$ cat src/mts_pkg.sv
// Shared types, constants and the step control table of the mode transition sequencer.
package mts_pkg;

    localparam int STEP_W    = 4;
    localparam int ELAPSED_W = 16;
    localparam int DUR_W     = 12;
    localparam int STEPS_W   = 8;
    localparam int ANGLE_W   = 8;
    localparam int PROD_W    = 15;
    localparam int QUO_W     = 7;
    localparam int CNT_W     = 4;
    localparam int ADDR_W    = 4;
    localparam int DATA_W    = 32;

    localparam logic [1:0] OP_TICK  = 2'd0;
    localparam logic [1:0] OP_START = 2'd1;
    localparam logic [1:0] OP_ESTOP = 2'd2;

    localparam logic [1:0] MODE_AIR    = 2'd0;
    localparam logic [1:0] MODE_GROUND = 2'd1;
    localparam logic [1:0] MODE_SEA    = 2'd2;

    localparam logic [1:0] DRIVE_STOP    = 2'd0;
    localparam logic [1:0] DRIVE_EXTEND  = 2'd1;
    localparam logic [1:0] DRIVE_RETRACT = 2'd2;

    localparam logic [ANGLE_W-1:0] ARM_UP      = 8'd130;
    localparam logic [ANGLE_W-1:0] ARM_DOWN    = 8'd20;
    localparam logic [ANGLE_W-1:0] DIR_FLIGHT  = 8'd45;
    localparam logic [ANGLE_W-1:0] DIR_SURFACE = 8'd155;
    localparam logic [QUO_W-1:0]   RAMP_SPAN   = 7'd110;

    localparam logic [DUR_W-1:0]   EXTEND_RST = 12'd2000;
    localparam logic [DUR_W-1:0]   RETRACT_RST = 12'd2000;
    localparam logic [DUR_W-1:0]   GEAR_RST   = 12'd2000;
    localparam logic [STEPS_W-1:0] STEPS_RST  = 8'd100;

    localparam logic [STEP_W-1:0] STEP_REST       = 4'd0;
    localparam logic [STEP_W-1:0] STEP_FL_EXTEND  = 4'd1;
    localparam logic [STEP_W-1:0] STEP_FL_ARM     = 4'd2;
    localparam logic [STEP_W-1:0] STEP_FL_DIR     = 4'd3;
    localparam logic [STEP_W-1:0] STEP_FL_RETRACT = 4'd4;
    localparam logic [STEP_W-1:0] STEP_FL_DONE    = 4'd5;
    localparam logic [STEP_W-1:0] STEP_LF_RETRACT = 4'd6;
    localparam logic [STEP_W-1:0] STEP_LF_GEAR    = 4'd7;
    localparam logic [STEP_W-1:0] STEP_LF_ARM     = 4'd8;
    localparam logic [STEP_W-1:0] STEP_LF_DIR     = 4'd9;
    localparam logic [STEP_W-1:0] STEP_LF_EXTEND  = 4'd10;
    localparam logic [STEP_W-1:0] STEP_LF_DONE    = 4'd11;
    localparam logic [STEP_W-1:0] STEP_FW_ARM     = 4'd12;
    localparam logic [STEP_W-1:0] STEP_FW_DIR     = 4'd13;
    localparam logic [STEP_W-1:0] STEP_FW_DONE    = 4'd14;

    typedef enum logic [2:0] {
        KIND_IDLE,
        KIND_F2L,
        KIND_L2F,
        KIND_F2W,
        KIND_W2F
    } t_kind;

    typedef enum logic [1:0] {
        REG_EXTEND,
        REG_RETRACT,
        REG_GEAR,
        REG_RAMP
    } t_reg_idx;

    typedef enum logic [1:0] {
        UOP_ABORT,
        UOP_TIMED,
        UOP_RAMP,
        UOP_FINISH
    } t_uop_op;

    typedef enum logic [1:0] {
        DUR_EXTEND,
        DUR_RETRACT,
        DUR_GEAR
    } t_dur_sel;

    typedef enum logic [1:0] {
        ST_IDLE,
        ST_EXEC,
        ST_DIV,
        ST_OUT
    } t_state;

    typedef struct packed {
        t_uop_op           op;
        logic              set_drive;
        logic [1:0]        drive;
        t_dur_sel          dur;
        logic              servo_is_dir;
        logic              by_kind;
        logic              back;
        logic [STEP_W-1:0] next;
        logic              clr_timer;
        logic              clr_ramp;
        logic [1:0]        fin_mode;
    } t_uop;

    function automatic t_uop uop_rom(input logic [STEP_W-1:0] step);
        t_uop u;
        u = '0;
        case (step)
            STEP_FL_EXTEND: begin
                u.op = UOP_TIMED; u.drive = DRIVE_EXTEND; u.dur = DUR_EXTEND;
                u.next = STEP_FL_ARM; u.clr_timer = 1'b1; u.clr_ramp = 1'b1;
            end
            STEP_FL_ARM: begin
                u.op = UOP_RAMP; u.next = STEP_FL_DIR;
                u.clr_timer = 1'b1; u.clr_ramp = 1'b1;
            end
            STEP_FL_DIR: begin
                u.op = UOP_RAMP; u.servo_is_dir = 1'b1; u.next = STEP_FL_RETRACT;
                u.clr_timer = 1'b1;
            end
            STEP_FL_RETRACT: begin
                u.op = UOP_TIMED; u.drive = DRIVE_RETRACT; u.dur = DUR_RETRACT;
                u.next = STEP_FL_DONE;
            end
            STEP_FL_DONE: begin
                u.op = UOP_FINISH; u.set_drive = 1'b1; u.fin_mode = MODE_GROUND;
            end
            STEP_LF_RETRACT: begin
                u.op = UOP_TIMED; u.drive = DRIVE_RETRACT; u.dur = DUR_RETRACT;
                u.next = STEP_LF_GEAR; u.clr_timer = 1'b1;
            end
            STEP_LF_GEAR: begin
                u.op = UOP_TIMED; u.drive = DRIVE_STOP; u.dur = DUR_GEAR;
                u.next = STEP_LF_ARM; u.clr_timer = 1'b1; u.clr_ramp = 1'b1;
            end
            STEP_LF_ARM: begin
                u.op = UOP_RAMP; u.back = 1'b1; u.next = STEP_LF_DIR;
                u.clr_timer = 1'b1; u.clr_ramp = 1'b1;
            end
            STEP_LF_DIR: begin
                u.op = UOP_RAMP; u.servo_is_dir = 1'b1; u.back = 1'b1;
                u.next = STEP_LF_EXTEND; u.clr_timer = 1'b1;
            end
            STEP_LF_EXTEND: begin
                u.op = UOP_TIMED; u.drive = DRIVE_EXTEND; u.dur = DUR_EXTEND;
                u.next = STEP_LF_DONE;
            end
            STEP_LF_DONE: begin
                u.op = UOP_FINISH; u.set_drive = 1'b1; u.fin_mode = MODE_AIR;
            end
            STEP_FW_ARM: begin
                u.op = UOP_RAMP; u.by_kind = 1'b1; u.next = STEP_FW_DIR;
                u.clr_ramp = 1'b1;
            end
            STEP_FW_DIR: begin
                u.op = UOP_RAMP; u.servo_is_dir = 1'b1; u.by_kind = 1'b1;
                u.next = STEP_FW_DONE;
            end
            STEP_FW_DONE: begin
                u.op = UOP_FINISH; u.by_kind = 1'b1;
            end
            default: begin
                u.op = UOP_ABORT;
            end
        endcase
        return u;
    endfunction

endpackage

$ cat src/mode_transition_sequencer.sv
// Top level of the mode transition sequencer: step table, datapath, handshakes and registers.
//
//   Channel   Direction  Handshake                  Payload
//   input     in         i_in_valid / o_in_stall    i_opcode, i_target_mode, i_tick_ms
//   result    out        o_out_valid / i_out_stall  o_mode_now .. o_rejected
//   config    in         APB psel/penable/pwrite    paddr, pwdata, prdata
//
// A start, a stop or a tick outside a ramp passes through the execute and output states.
// A ramp tick also waits in the divide state between them for the bit-serial divider.
// Only one beat is in work at a time; the next is taken once the result is registered.
// A stalled result holds while the next beat is accepted and worked on.
// Synchronous reset restores the default timings, flight mode and the resting angles.
module mode_transition_sequencer
    import mts_pkg::*;
(
    input  logic               i_clk,
    input  logic               i_rst_n,
    input  logic               i_in_valid,
    output logic               o_in_stall,
    input  logic [1:0]         i_opcode,
    input  logic [1:0]         i_target_mode,
    input  logic [7:0]         i_tick_ms,
    output logic               o_out_valid,
    input  logic               i_out_stall,
    output logic [1:0]         o_mode_now,
    output logic [STEP_W-1:0]  o_step_code,
    output logic [1:0]         o_pushrod_drive,
    output logic [ANGLE_W-1:0] o_arm_angle,
    output logic [ANGLE_W-1:0] o_direction_angle,
    output logic               o_busy_res,
    output logic               o_rejected,
    input  logic               psel,
    input  logic               penable,
    input  logic               pwrite,
    input  logic [ADDR_W-1:0]  paddr,
    input  logic [DATA_W-1:0]  pwdata,
    output logic [DATA_W-1:0]  prdata,
    output logic               pready
);

    t_state               r_state, n_state;
    logic [1:0]           r_mode, n_mode;
    t_kind                r_kind, n_kind;
    logic [STEP_W-1:0]    r_step, n_step;
    logic [ELAPSED_W-1:0] r_elapsed, n_elapsed;
    logic [STEPS_W-1:0]   r_progress, n_progress;
    logic [1:0]           r_drive, n_drive;
    logic [ANGLE_W-1:0]   r_arm, n_arm;
    logic [ANGLE_W-1:0]   r_dir, n_dir;
    logic                 r_rej, n_rej;
    logic                 r_out_valid, n_out_valid;

    logic [DUR_W-1:0]     r_extend, r_retract, r_gear;
    logic [STEPS_W-1:0]   r_ramp_steps;

    logic [1:0]           r_op, r_target;
    logic [7:0]           r_tick;

    logic [1:0]           r_o_mode, r_o_drive;
    logic [STEP_W-1:0]    r_o_step;
    logic [ANGLE_W-1:0]   r_o_arm, r_o_dir;
    logic                 r_o_busy, r_o_rej;

    t_uop                 uop;
    logic                 back;
    logic                 ramp_sub;
    logic [ANGLE_W-1:0]   ramp_from;
    logic [ANGLE_W-1:0]   angle_new;
    logic [ELAPSED_W:0]   elapsed_sum;
    logic [ELAPSED_W-1:0] elapsed_sat;
    logic [DUR_W-1:0]     dur;
    logic                 timed_done;
    logic [STEPS_W-1:0]   prog_inc;
    logic                 ramp_active;
    logic                 ramp_done_after;
    logic [PROD_W-1:0]    product;
    logic [1:0]           fin_mode;
    logic                 accept;
    logic                 div_go;
    logic                 div_done;
    logic [QUO_W-1:0]     quotient;
    logic                 out_load;
    logic                 cfg_we;

    assign accept      = (r_state == ST_IDLE) && i_in_valid;
    assign o_in_stall  = (r_state != ST_IDLE);
    assign out_load    = (r_state == ST_OUT) && (!r_out_valid || !i_out_stall);

    assign uop         = uop_rom(r_step);
    assign back        = uop.by_kind ? (r_kind == KIND_W2F) : uop.back;
    assign ramp_sub    = uop.servo_is_dir ? back : !back;
    assign elapsed_sum = {1'b0, r_elapsed} + (ELAPSED_W + 1)'(r_tick);
    assign elapsed_sat = elapsed_sum[ELAPSED_W] ? '1 : elapsed_sum[ELAPSED_W-1:0];
    assign timed_done  = (elapsed_sat >= ELAPSED_W'(dur));
    assign prog_inc    = r_progress + 1'b1;
    assign ramp_active = (r_progress < r_ramp_steps);
    assign ramp_done_after = (prog_inc >= r_ramp_steps);
    assign product     = PROD_W'(r_progress) * PROD_W'(RAMP_SPAN);
    assign angle_new   = ramp_sub ? (ramp_from - ANGLE_W'(quotient))
                                  : (ramp_from + ANGLE_W'(quotient));
    assign fin_mode    = uop.by_kind ? ((r_kind == KIND_F2W) ? MODE_SEA : MODE_AIR)
                                     : uop.fin_mode;
    assign div_go      = (r_state == ST_EXEC) && (r_op == OP_TICK) && (r_kind != KIND_IDLE)
                         && (uop.op == UOP_RAMP) && ramp_active;

    always_comb begin
        case ({uop.servo_is_dir, back})
            2'b00:   ramp_from = ARM_UP;
            2'b01:   ramp_from = ARM_DOWN;
            2'b10:   ramp_from = DIR_FLIGHT;
            default: ramp_from = DIR_SURFACE;
        endcase
    end

    always_comb begin
        case (uop.dur)
            DUR_EXTEND:  dur = r_extend;
            DUR_RETRACT: dur = r_retract;
            default:     dur = r_gear;
        endcase
    end

    mts_div u_div (
        .i_clk      (i_clk),
        .i_rst_n    (i_rst_n),
        .i_start    (div_go),
        .i_dividend (product),
        .i_divisor  (r_ramp_steps),
        .o_done     (div_done),
        .o_quotient (quotient)
    );

    always_comb begin
        n_state = r_state;
        case (r_state)
            ST_IDLE: if (i_in_valid) n_state = ST_EXEC;
            ST_EXEC: n_state = div_go ? ST_DIV : ST_OUT;
            ST_DIV:  if (div_done) n_state = ST_OUT;
            ST_OUT:  if (out_load) n_state = ST_IDLE;
            default: n_state = ST_IDLE;
        endcase
    end

    always_comb begin
        n_mode      = r_mode;
        n_kind      = r_kind;
        n_step      = r_step;
        n_elapsed   = r_elapsed;
        n_progress  = r_progress;
        n_drive     = r_drive;
        n_arm       = r_arm;
        n_dir       = r_dir;
        n_rej       = r_rej;
        n_out_valid = r_out_valid;
        if (o_out_valid && !i_out_stall) n_out_valid = 1'b0;
        case (r_state)
            ST_EXEC: begin
                n_rej = 1'b0;
                case (r_op)
                    OP_TICK: begin
                        if (r_kind != KIND_IDLE) begin
                            n_elapsed = elapsed_sat;
                            case (uop.op)
                                UOP_TIMED: begin
                                    n_drive = uop.drive;
                                    if (timed_done) begin
                                        n_step = uop.next;
                                        if (uop.clr_timer) n_elapsed = '0;
                                        if (uop.clr_ramp) n_progress = '0;
                                    end
                                end
                                UOP_RAMP: begin
                                    if (!ramp_active) begin
                                        n_step = uop.next;
                                        if (uop.clr_timer) n_elapsed = '0;
                                        if (uop.clr_ramp) n_progress = '0;
                                    end
                                end
                                UOP_FINISH: begin
                                    n_mode = fin_mode;
                                    n_kind = KIND_IDLE;
                                    n_step = STEP_REST;
                                    if (uop.set_drive) n_drive = DRIVE_STOP;
                                end
                                default: begin
                                    n_kind = KIND_IDLE;
                                    n_step = STEP_REST;
                                end
                            endcase
                        end
                    end
                    OP_START: begin
                        if (r_kind != KIND_IDLE) begin
                            n_rej = 1'b1;
                        end else begin
                            n_elapsed  = '0;
                            n_progress = '0;
                            if (r_mode == MODE_AIR && r_target == MODE_GROUND) begin
                                n_kind = KIND_F2L;
                                n_step = STEP_FL_EXTEND;
                            end else if (r_mode == MODE_GROUND && r_target == MODE_AIR) begin
                                n_kind = KIND_L2F;
                                n_step = STEP_LF_RETRACT;
                            end else if (r_mode == MODE_AIR && r_target == MODE_SEA) begin
                                n_kind = KIND_F2W;
                                n_step = STEP_FW_ARM;
                            end else if (r_mode == MODE_SEA && r_target == MODE_AIR) begin
                                n_kind = KIND_W2F;
                                n_step = STEP_FW_ARM;
                            end else begin
                                n_rej = 1'b1;
                            end
                        end
                    end
                    OP_ESTOP: begin
                        n_kind  = KIND_IDLE;
                        n_step  = STEP_REST;
                        n_drive = DRIVE_STOP;
                    end
                    default: begin
                    end
                endcase
            end
            ST_DIV: begin
                if (div_done) begin
                    if (uop.servo_is_dir) n_dir = angle_new;
                    else n_arm = angle_new;
                    n_progress = prog_inc;
                    if (ramp_done_after) begin
                        n_step = uop.next;
                        if (uop.clr_timer) n_elapsed = '0;
                        if (uop.clr_ramp) n_progress = '0;
                    end
                end
            end
            ST_OUT: begin
                if (out_load) n_out_valid = 1'b1;
            end
            default: begin
            end
        endcase
    end

    always_ff @(posedge i_clk) begin
        if (!i_rst_n) begin
            r_state     <= ST_IDLE;
            r_mode      <= MODE_AIR;
            r_kind      <= KIND_IDLE;
            r_step      <= STEP_REST;
            r_elapsed   <= '0;
            r_progress  <= '0;
            r_drive     <= DRIVE_STOP;
            r_arm       <= ARM_UP;
            r_dir       <= DIR_FLIGHT;
            r_out_valid <= 1'b0;
        end else begin
            r_state     <= n_state;
            r_mode      <= n_mode;
            r_kind      <= n_kind;
            r_step      <= n_step;
            r_elapsed   <= n_elapsed;
            r_progress  <= n_progress;
            r_drive     <= n_drive;
            r_arm       <= n_arm;
            r_dir       <= n_dir;
            r_out_valid <= n_out_valid;
        end
    end

    always_ff @(posedge i_clk) begin
        r_rej <= n_rej;
        if (accept) begin
            r_op     <= i_opcode;
            r_target <= i_target_mode;
            r_tick   <= i_tick_ms;
        end
        if (out_load) begin
            r_o_mode  <= r_mode;
            r_o_step  <= r_step;
            r_o_drive <= r_drive;
            r_o_arm   <= r_arm;
            r_o_dir   <= r_dir;
            r_o_busy  <= (r_kind != KIND_IDLE);
            r_o_rej   <= r_rej;
        end
    end

    assign cfg_we = psel && penable && pwrite;

    always_ff @(posedge i_clk) begin
        if (!i_rst_n) begin
            r_extend     <= EXTEND_RST;
            r_retract    <= RETRACT_RST;
            r_gear       <= GEAR_RST;
            r_ramp_steps <= STEPS_RST;
        end else if (cfg_we) begin
            case (t_reg_idx'(paddr[3:2]))
                REG_EXTEND:  r_extend     <= pwdata[DUR_W-1:0];
                REG_RETRACT: r_retract    <= pwdata[DUR_W-1:0];
                REG_GEAR:    r_gear       <= pwdata[DUR_W-1:0];
                default:     r_ramp_steps <= pwdata[STEPS_W-1:0];
            endcase
        end
    end

    always_comb begin
        case (t_reg_idx'(paddr[3:2]))
            REG_EXTEND:  prdata = DATA_W'(r_extend);
            REG_RETRACT: prdata = DATA_W'(r_retract);
            REG_GEAR:    prdata = DATA_W'(r_gear);
            default:     prdata = DATA_W'(r_ramp_steps);
        endcase
    end

    assign pready            = 1'b1;
    assign o_out_valid       = r_out_valid;
    assign o_mode_now        = r_o_mode;
    assign o_step_code       = r_o_step;
    assign o_pushrod_drive   = r_o_drive;
    assign o_arm_angle       = r_o_arm;
    assign o_direction_angle = r_o_dir;
    assign o_busy_res        = r_o_busy;
    assign o_rejected        = r_o_rej;

endmodule

$ cat src/mts_div.sv
// Restoring divider that maps ramp progress onto an angle offset, one quotient bit per cycle.
module mts_div
    import mts_pkg::*;
(
    input  logic               i_clk,
    input  logic               i_rst_n,
    input  logic               i_start,
    input  logic [PROD_W-1:0]  i_dividend,
    input  logic [STEPS_W-1:0] i_divisor,
    output logic               o_done,
    output logic [QUO_W-1:0]   o_quotient
);

    logic               r_busy;
    logic               r_done;
    logic [CNT_W-1:0]   r_cnt;
    logic [PROD_W-1:0]  r_quo;
    logic [STEPS_W-1:0] r_rem;
    logic [STEPS_W-1:0] r_div;
    logic [STEPS_W:0]   trial;
    logic [STEPS_W:0]   diff;
    logic               ge;
    logic [STEPS_W-1:0] n_rem;

    assign trial = {r_rem, r_quo[PROD_W-1]};
    assign diff  = trial - {1'b0, r_div};
    assign ge    = (trial >= {1'b0, r_div});
    assign n_rem = ge ? diff[STEPS_W-1:0] : trial[STEPS_W-1:0];

    always_ff @(posedge i_clk) begin
        if (!i_rst_n) begin
            r_busy <= 1'b0;
            r_done <= 1'b0;
            r_cnt  <= '0;
        end else begin
            r_done <= 1'b0;
            if (i_start) begin
                r_busy <= 1'b1;
                r_cnt  <= '0;
            end else if (r_busy) begin
                r_cnt <= r_cnt + 1'b1;
                if (r_cnt == CNT_W'(PROD_W - 1)) begin
                    r_busy <= 1'b0;
                    r_done <= 1'b1;
                end
            end
        end
    end

    always_ff @(posedge i_clk) begin
        if (i_start) begin
            r_quo <= i_dividend;
            r_rem <= '0;
            r_div <= i_divisor;
        end else if (r_busy) begin
            r_quo <= {r_quo[PROD_W-2:0], ge};
            r_rem <= n_rem;
        end
    end

    assign o_done     = r_done;
    assign o_quotient = r_quo[QUO_W-1:0];

endmodule

$ cat config.mk
export PLATFORM = sky130hd
export DESIGN_NAME = mode_transition_sequencer
export DESIGN_NICKNAME = d
export VERILOG_FILES = /design/src/mts_pkg.sv /design/src/mode_transition_sequencer.sv /design/src/mts_div.sv
export SDC_FILE = /design/constraint.sdc
export NUM_CORES = 1
export LEC_CHECK = 0
export BUFFER_PORTS_ARGS = -buffer_cell sky130_fd_sc_hd__buf_2
export CORE_AREA = 2 2 158 160
export CTS_CLUSTER_DIAMETER = 50
export CTS_CLUSTER_SIZE = 12
export DETAILED_ROUTE_END_ITERATION = 8
export DIE_AREA = 0 0 160 162
export PLACE_DENSITY = 0.61
export SLEW_MARGIN = 20
export SYNTH_ARGS = -nofsm -noshare
export SYNTH_HDL_FRONTEND = slang
export SYNTH_SLANG_ARGS = --single-unit
$ cat constraint.sdc
create_clock -name i_clk -period 4.8 [get_ports i_clk]
set_clock_uncertainty 0.1 [all_clocks]
set_input_delay 0.48 -clock i_clk [delete_from_list [all_inputs] [get_ports i_clk]]
set_output_delay 0.48 -clock i_clk [all_outputs]
set_load 0.01 [all_outputs]
Word-level counts from Yosys, hierarchy flattened. Cells that the tools add are included.

Input port bits: 55. Flip-flop bits (word level): 174.

Add/sub/neg operators: 6. Multiply operators: 1. Bitwise gates (word level): 4. Mux-type cells: 86. $lt $le $gt $ge: 4. Reductions and logical operators: 58. Equality and inequality tests: 53.

Operators with widths (count): 16-bit 2-to-1 mux (9); 16-bit one-hot mux with 2 select lines (3); 8-bit 2-to-1 mux (10); 8-bit one-hot mux with 2 select lines (3); 4-bit one-hot mux with 11 select lines (1); 4-bit 2-to-1 mux (10); 12-bit one-hot mux with 3 select lines (1); 4-bit == test, second input constant (8); 15-bit 2-to-1 mux (2); 12-bit one-hot mux with 2 select lines (1); 4-bit one-hot mux with 3 select lines (2); 8-bit one-hot mux with 3 select lines (1); 1-bit 2-to-1 mux (22); 3-bit 2-to-1 mux (7); 2-bit == test, second input constant (9); 16-bit by 8-bit adder with 17-bit output (1); 2-bit by 1-bit == test with 1-bit output, second input constant (8); 4-bit by 3-bit == test with 1-bit output, second input constant (4); 16-bit by 12-bit greater-or-equal comparator with 1-bit output (1); 4-bit one-hot mux with 2 select lines (2); 3-bit OR reduction (5); 2-bit logical NOT (7); 8-bit by 6-bit multiplier with 14-bit output, second input constant (1); 2-bit 2-to-1 mux (7); other kinds (44) (87).

Longest topological paths before layout.
Depth in word-level cells: 11. Gate-level depth with buffers: 18. Mapped depth without buffers: 18.

By module. From an unflattened synthesis, not the netlist that was laid out.

Cells, all modules: 1218. Area total of the unflattened synthesis: 11024.3 um^2.

Modules (own cells, without submodules): mode_transition_sequencer (cells each 1036, times used 1, area each 9013.6 um^2); mts_div (cells each 182, times used 1, area each 2010.7 um^2).

Least setup slack after synthesis. No wires, ideal clock.

Path kind: reg-to-reg. Start point: reg r_tick[0]. End point: reg r_elapsed[12]. Path buffers: 1. Period minus slack after synthesis: 4.352 ns. Library setup time: 0.096 ns. Setup slack: 0.448 ns. Arrival: 4.157 ns. Required time: 4.604 ns. Cell stages (with the launch flop): 18. Cell sequence: edfxtp_1 -> ha_1 -> fa_1 -> a211oi_1 -> o21ai_0 -> a21oi_1 -> or3_1 -> clkbuf_1 -> nand2_1 -> ha_1 -> a211o_1 -> a21oi_1 -> o21ai_0 -> a221oi_2 -> o311ai_2 -> a21oi_2 -> o21ai_1 -> a221oi_1.

Longest elaborated chain between the ends: 8. Elaborated cells between the ends (all ways): 10.

RTL lines: start, declared (line mode_transition_sequencer.sv:57) `logic [7:0] r_tick;`; start signal, assigned (line mode_transition_sequencer.sv:275) `r_tick <= i_tick_ms;`; 16-bit by 8-bit adder with 17-bit output (*) (line mode_transition_sequencer.sv:92) `assign elapsed_sum = {1'b0, r_elapsed} + (ELAPSED_W + 1)'(r_tick);`; 16-bit 2-to-1 mux (*) (line mode_transition_sequencer.sv:93) `assign elapsed_sat = elapsed_sum[ELAPSED_W] ? '1 : elapsed_sum[ELAPSED_W-1:0];`; 16-bit by 12-bit greater-or-equal comparator with 1-bit output or 16-bit 2-to-1 mux (tied branches) (line mode_transition_sequencer.sv:94, mode_transition_sequencer.sv:168, mode_transition_sequencer.sv:175); 16-bit 2-to-1 mux (on tied branches) (line mode_transition_sequencer.sv:166, mode_transition_sequencer.sv:173); 16-bit one-hot mux with 2 select lines (*) (line mode_transition_sequencer.sv:163) `case (uop.op)`; 16-bit 2-to-1 mux (*) (line mode_transition_sequencer.sv:161) `if (r_kind != KIND_IDLE) begin`; 16-bit one-hot mux with 2 select lines (*) (line mode_transition_sequencer.sv:159) `case (r_op)`; 16-bit one-hot mux with 2 select lines (*) (line mode_transition_sequencer.sv:156) `case (r_state)`; end signal, assigned (line mode_transition_sequencer.sv:261) `r_elapsed <= n_elapsed;`; end, declared (line mode_transition_sequencer.sv:45) `logic [ELAPSED_W-1:0] r_elapsed, n_elapsed;`.

Mark *: on every way between the ends. The rest lies on a longest branch, timed or not. The select of a mux whose other input is x is not followed. A chain may end at the register's enable or synchronous reset.

Final worst setup path.
Start point: reg r_tick[0]. End point: reg r_progress[2].

Longest elaborated chain between the ends: 5.

RTL lines: 16-bit by 8-bit adder with 17-bit output (line mode_transition_sequencer.sv:92); 16-bit 2-to-1 mux (line mode_transition_sequencer.sv:93); 16-bit by 12-bit greater-or-equal comparator with 1-bit output (line mode_transition_sequencer.sv:94) `assign timed_done = (elapsed_sat >= ELAPSED_W'(dur));`; 4-bit != test (no source line); 8-bit AND reduction (no source line); end signal, assigned (line mode_transition_sequencer.sv:262) `r_progress <= n_progress;`; end, declared (line mode_transition_sequencer.sv:46) `logic [STEPS_W-1:0] r_progress, n_progress;`.

No other way between the ends.

==> flow_summary.json <==
{
  "outcome": "finished clean",
  "cts_buffers": 17,
  "seqPwrFrac": 0.331,
  "fmax_mhz": 232.1,
  "syn_area_per_cell_um2": 8.918,
  "routabilityCongestion": 0.8464,
  "cts-hold-fix-buffers": 0,
  "gr-usage-met3": 0.03192,
  "tightest_slew_ns": 1.087,
  "clockRootBuffer": "clkbuf_16",
  "synth.area.mux_share": 0.03647,
  "async_flop_share": 0,
  "synth_adder_area_share": 0.1489,
  "grt_pass1_vias": 8163,
  "critical_path_class": "reg -> reg",
  "synth_top_family_by_area": "simple AND/OR/NAND/NOR gates",
  "layout.cells.non_filler": 1608,
  "synth_flop_cell": "dfxtp_1",
  "pwr_density_cell_nw_per_um2": 431.1,
  "relSlewSlack": 0.2725,
  "r2r_start": "r_tick[0]",
  "placed_area_um2": 11470,
  "min-delay-path-class": "in -> reg",
  "clock_latency_ns": 0.43,
  "clk_pin_slew_ns": 0.08,
  "vias": 8653,
  "drtAntennaViolNets": 0,
  "syn_inst": 1208,
  "synth-xor-area-share": 0.03577,
  "synth_compound_area_frac": 0.1648,
  "reg2reg_depth": 20,
  "num_rows": 57,
  "synth_seq_area_share": 0.3800,
  "syn_area_um2": 10770,
  "reg2reg_slack_ns": 0.49,
  "slew_viol_final": 0,
  "drive_gt1_frac": 0.1270,
  "synth_cell_types": 65,
  "chipHeight_um": 162,
  "required_ns": 5.01,
  "clkPwrFrac": 0.284,
  "switching_share": 0.3701,
  "ir_drop_mv": 0.2256,
  "timing.rr.end": "r_progress[2]",
  "p_comb_frac": 0.385,
  "yosysMostFrequentCell": "nand2_1",
  "cts_buffer_depth": 2,
  "drt_wl_total_mm": 25.44,
  "max_stage_delay_ns": 0.45,
  "dp_hpwl_mm": 18.36,
  "wl_per_cell_um": 15.82,
  "grt.busiest_layer": "met2",
  "critPathLaunchType": "flip-flop",
  "min_from": "i_tick_ms[6]",
  "fin_area_um2": 12120,
  "synth-simple-area-share": 0.1666,
  "synth_edf_count": 61,
  "grt_max_degree": 64,
  "postLayoutCoreUtil": 0.5028,
  "ios": 116,
  "hold_viol_final": 0,
  "die_w_um": 160,
  "cts_sinks": 174,
  "antenna_found_initial": 1,
  "dp.cells": 1573,
  "slowest_stage": "fa_1",
  "period_minus_slack_ns": 4.309,
  "fin_crit_sh": 0.8978,
  "drt_first_iter_violations": 627,
  "cts_tree": "yes",
  "cpMostUsedCell": "buf_4",
  "rsz0062_at_grt": "no",
  "cap_violations": 0,
  "drtPass1Iterations": 6,
  "finalSetupViolations": 0,
  "portBuffers": 72,
  "synth.top_cell.area_share": 0.2100,
  "crit_fanout": 15,
  "via_per_inst": 5.381,
  "end_kind": "flip-flop",
  "synthToLayoutAreaGrowth_pct": 12.51,
  "core_um2": 24110,
  "synth_area_leaders": "dfxtp_1 21%, edfxtp_1 17%, ha_1 11%",
  "use_met2": 0.3329,
  "intPower_mw": 3.291,
  "leakage_nw": 5.141,
  "grt_pass1_wl_mm": 41.56,
  "finalPower_mw": 5.225,
  "synth_seq_cells": 174,
  "finalNetCount": 1441,
  "grt_remaining_overflow": 0,
  "ys_top_cells_by_count": "161 x nand2_1, 113 x dfxtp_1, 97 x ha_1",
  "grt_util_met1": 0.2671,
  "worstHoldPathCells": 1,
  "ys_warn_count": 0,
  "initial_core_util": 0.4469,
  "p_switching_mw": 1.934,
  "crit_arrival_ns": 4.52,
  "min_to": "r_tick[6]",
  "drc": 0,
  "die_area_um2": 25920,
  "worstPathCellList": "ha_1, fa_1, a211oi_2, o21ai_0, a21oi_1, or3_4, buf_4, inv_1, nor2_1, ha_1, nand2b_1, a21oi_1, o21ai_0, a221oi_2, o311ai_2, buf_4, o21ai_1, buf_4, or2_2, o22ai_1",
  "cts_max_level": 4,
  "finalSetupTns_ns": 0,
  "synth_top_area_cell": "dfxtp_1",
  "grt_usage": 0.1996
}
registers in the layout, indices dropped and copies added, names as in the netlist, 12 cells and up:
register / count
r_retract: 12
r_extend: 12
r_gear: 12
u_div.r_quo: 15
r_elapsed: 16
critical path, delay by kind of cell (launching register included):
family / cells / cell delay (ns)
buffers and inverters: 4 / 0.60
DFF: 1 / 0.37
adders and majority gates: 3 / 0.91
and+or+nand+nor: 4 / 0.58
AOI/OAI and AO/OA: 9 / 1.65
per-stage QoR:
stage,hold slack (ns),setup WS [ns]
finish,0.1164,0.4908
global route,0.09720,0.08941
CTS,0.09798,0.1642
detailed placement,0.3052,0.2353
global placement,0.3132,0.2654
floorplan,0.3003,0.4476
cell type report:
type / count / area [µm²]
Antenna cell: 1 / 2.502
Clock buffer: 19 / 432.9
Clock inverter: 13 / 186.4
Fill cell: 2322 / 11990
Inverter: 89 / 334.1
Multi-Input combinational cell: 885 / 6072
Sequential cell: 174 / 4094
Tap cell: 324 / 405.4
Timing Repair Buffer: 103 / 593.1
worst max-delay path by stage:
stage,cells after the start,startpoint,endpoint
final,20,r_tick[0],r_progress[2]
after global placement,18,r_tick[0],r_elapsed[14]
after detailed placement,18,r_tick[0],r_elapsed[14]
after floorplan,17,r_tick[0],r_elapsed[12]
after CTS,18,r_tick[0],r_elapsed[14]
after global routing,18,r_tick[0],r_progress[0]
metal layers:
| metal | vias up | part of all wire |
|---|---|---|
| met5 | - | 0 |
| met4 | 0 | 0.020 |
| met3 | 28 | 0.051 |
| met2 | 212 | 0.46 |
| met1 | 4062 | 0.47 |
| li1 | 4351 | - |
cells in the final DEF (no fill, tap or decap), types with 15 or more instances in the layout:
cell type / instances
a21o_1: 18
a21oi_1: 92
buf_2: 72
buf_4: 31
clkbuf_16: 17
conb_1: 21
dfxtp_1: 113
edfxtp_1: 61
fa_1: 19
ha_1: 97
inv_1: 85
mux2i_1: 19
nand2_1: 161
nand2b_1: 15
nand3_1: 64
nor2_1: 68
nor3_1: 21
o211ai_1: 27
o21ai_0: 54
o22ai_1: 16
xnor2_1: 26
xor2_1: 18
repair_timing:
| item | in CTS | in global routing |
|---|---|---|
| gates resized for setup | 0 | 4 |
| setup endpoints to repair | 0 | 26 |
| buffers inserted | 0 | 2 |
power groups by stage:
stage	Sequential, mW	Clock [mW]	Combinational (mW)
3_5_place_dp	1.76	0	1.95
2_1_floorplan	1.75	0	1.43
3_3_place_gp	1.76	0	1.93
4_1_cts	1.73	1.51	1.96
5_1_grt	1.75	1.57	2.26
6_report	1.73	1.48	2.01
kinds of logic (layout without fill, tap and decap cells):
group / after synthesis / count (layout)
xor gates and xnor gates: 44 / 44
DFF: 174 / 174
buffers and inverters: 168 / 224
muxes: 29 / 29
AOI/OAI and AO/OA: 281 / 281
and+or+nand+nor: 393 / 393
adders and majority gates: 117 / 117
other: 2 / 22
No activity file was read; power rests on OpenSTA's default activity.
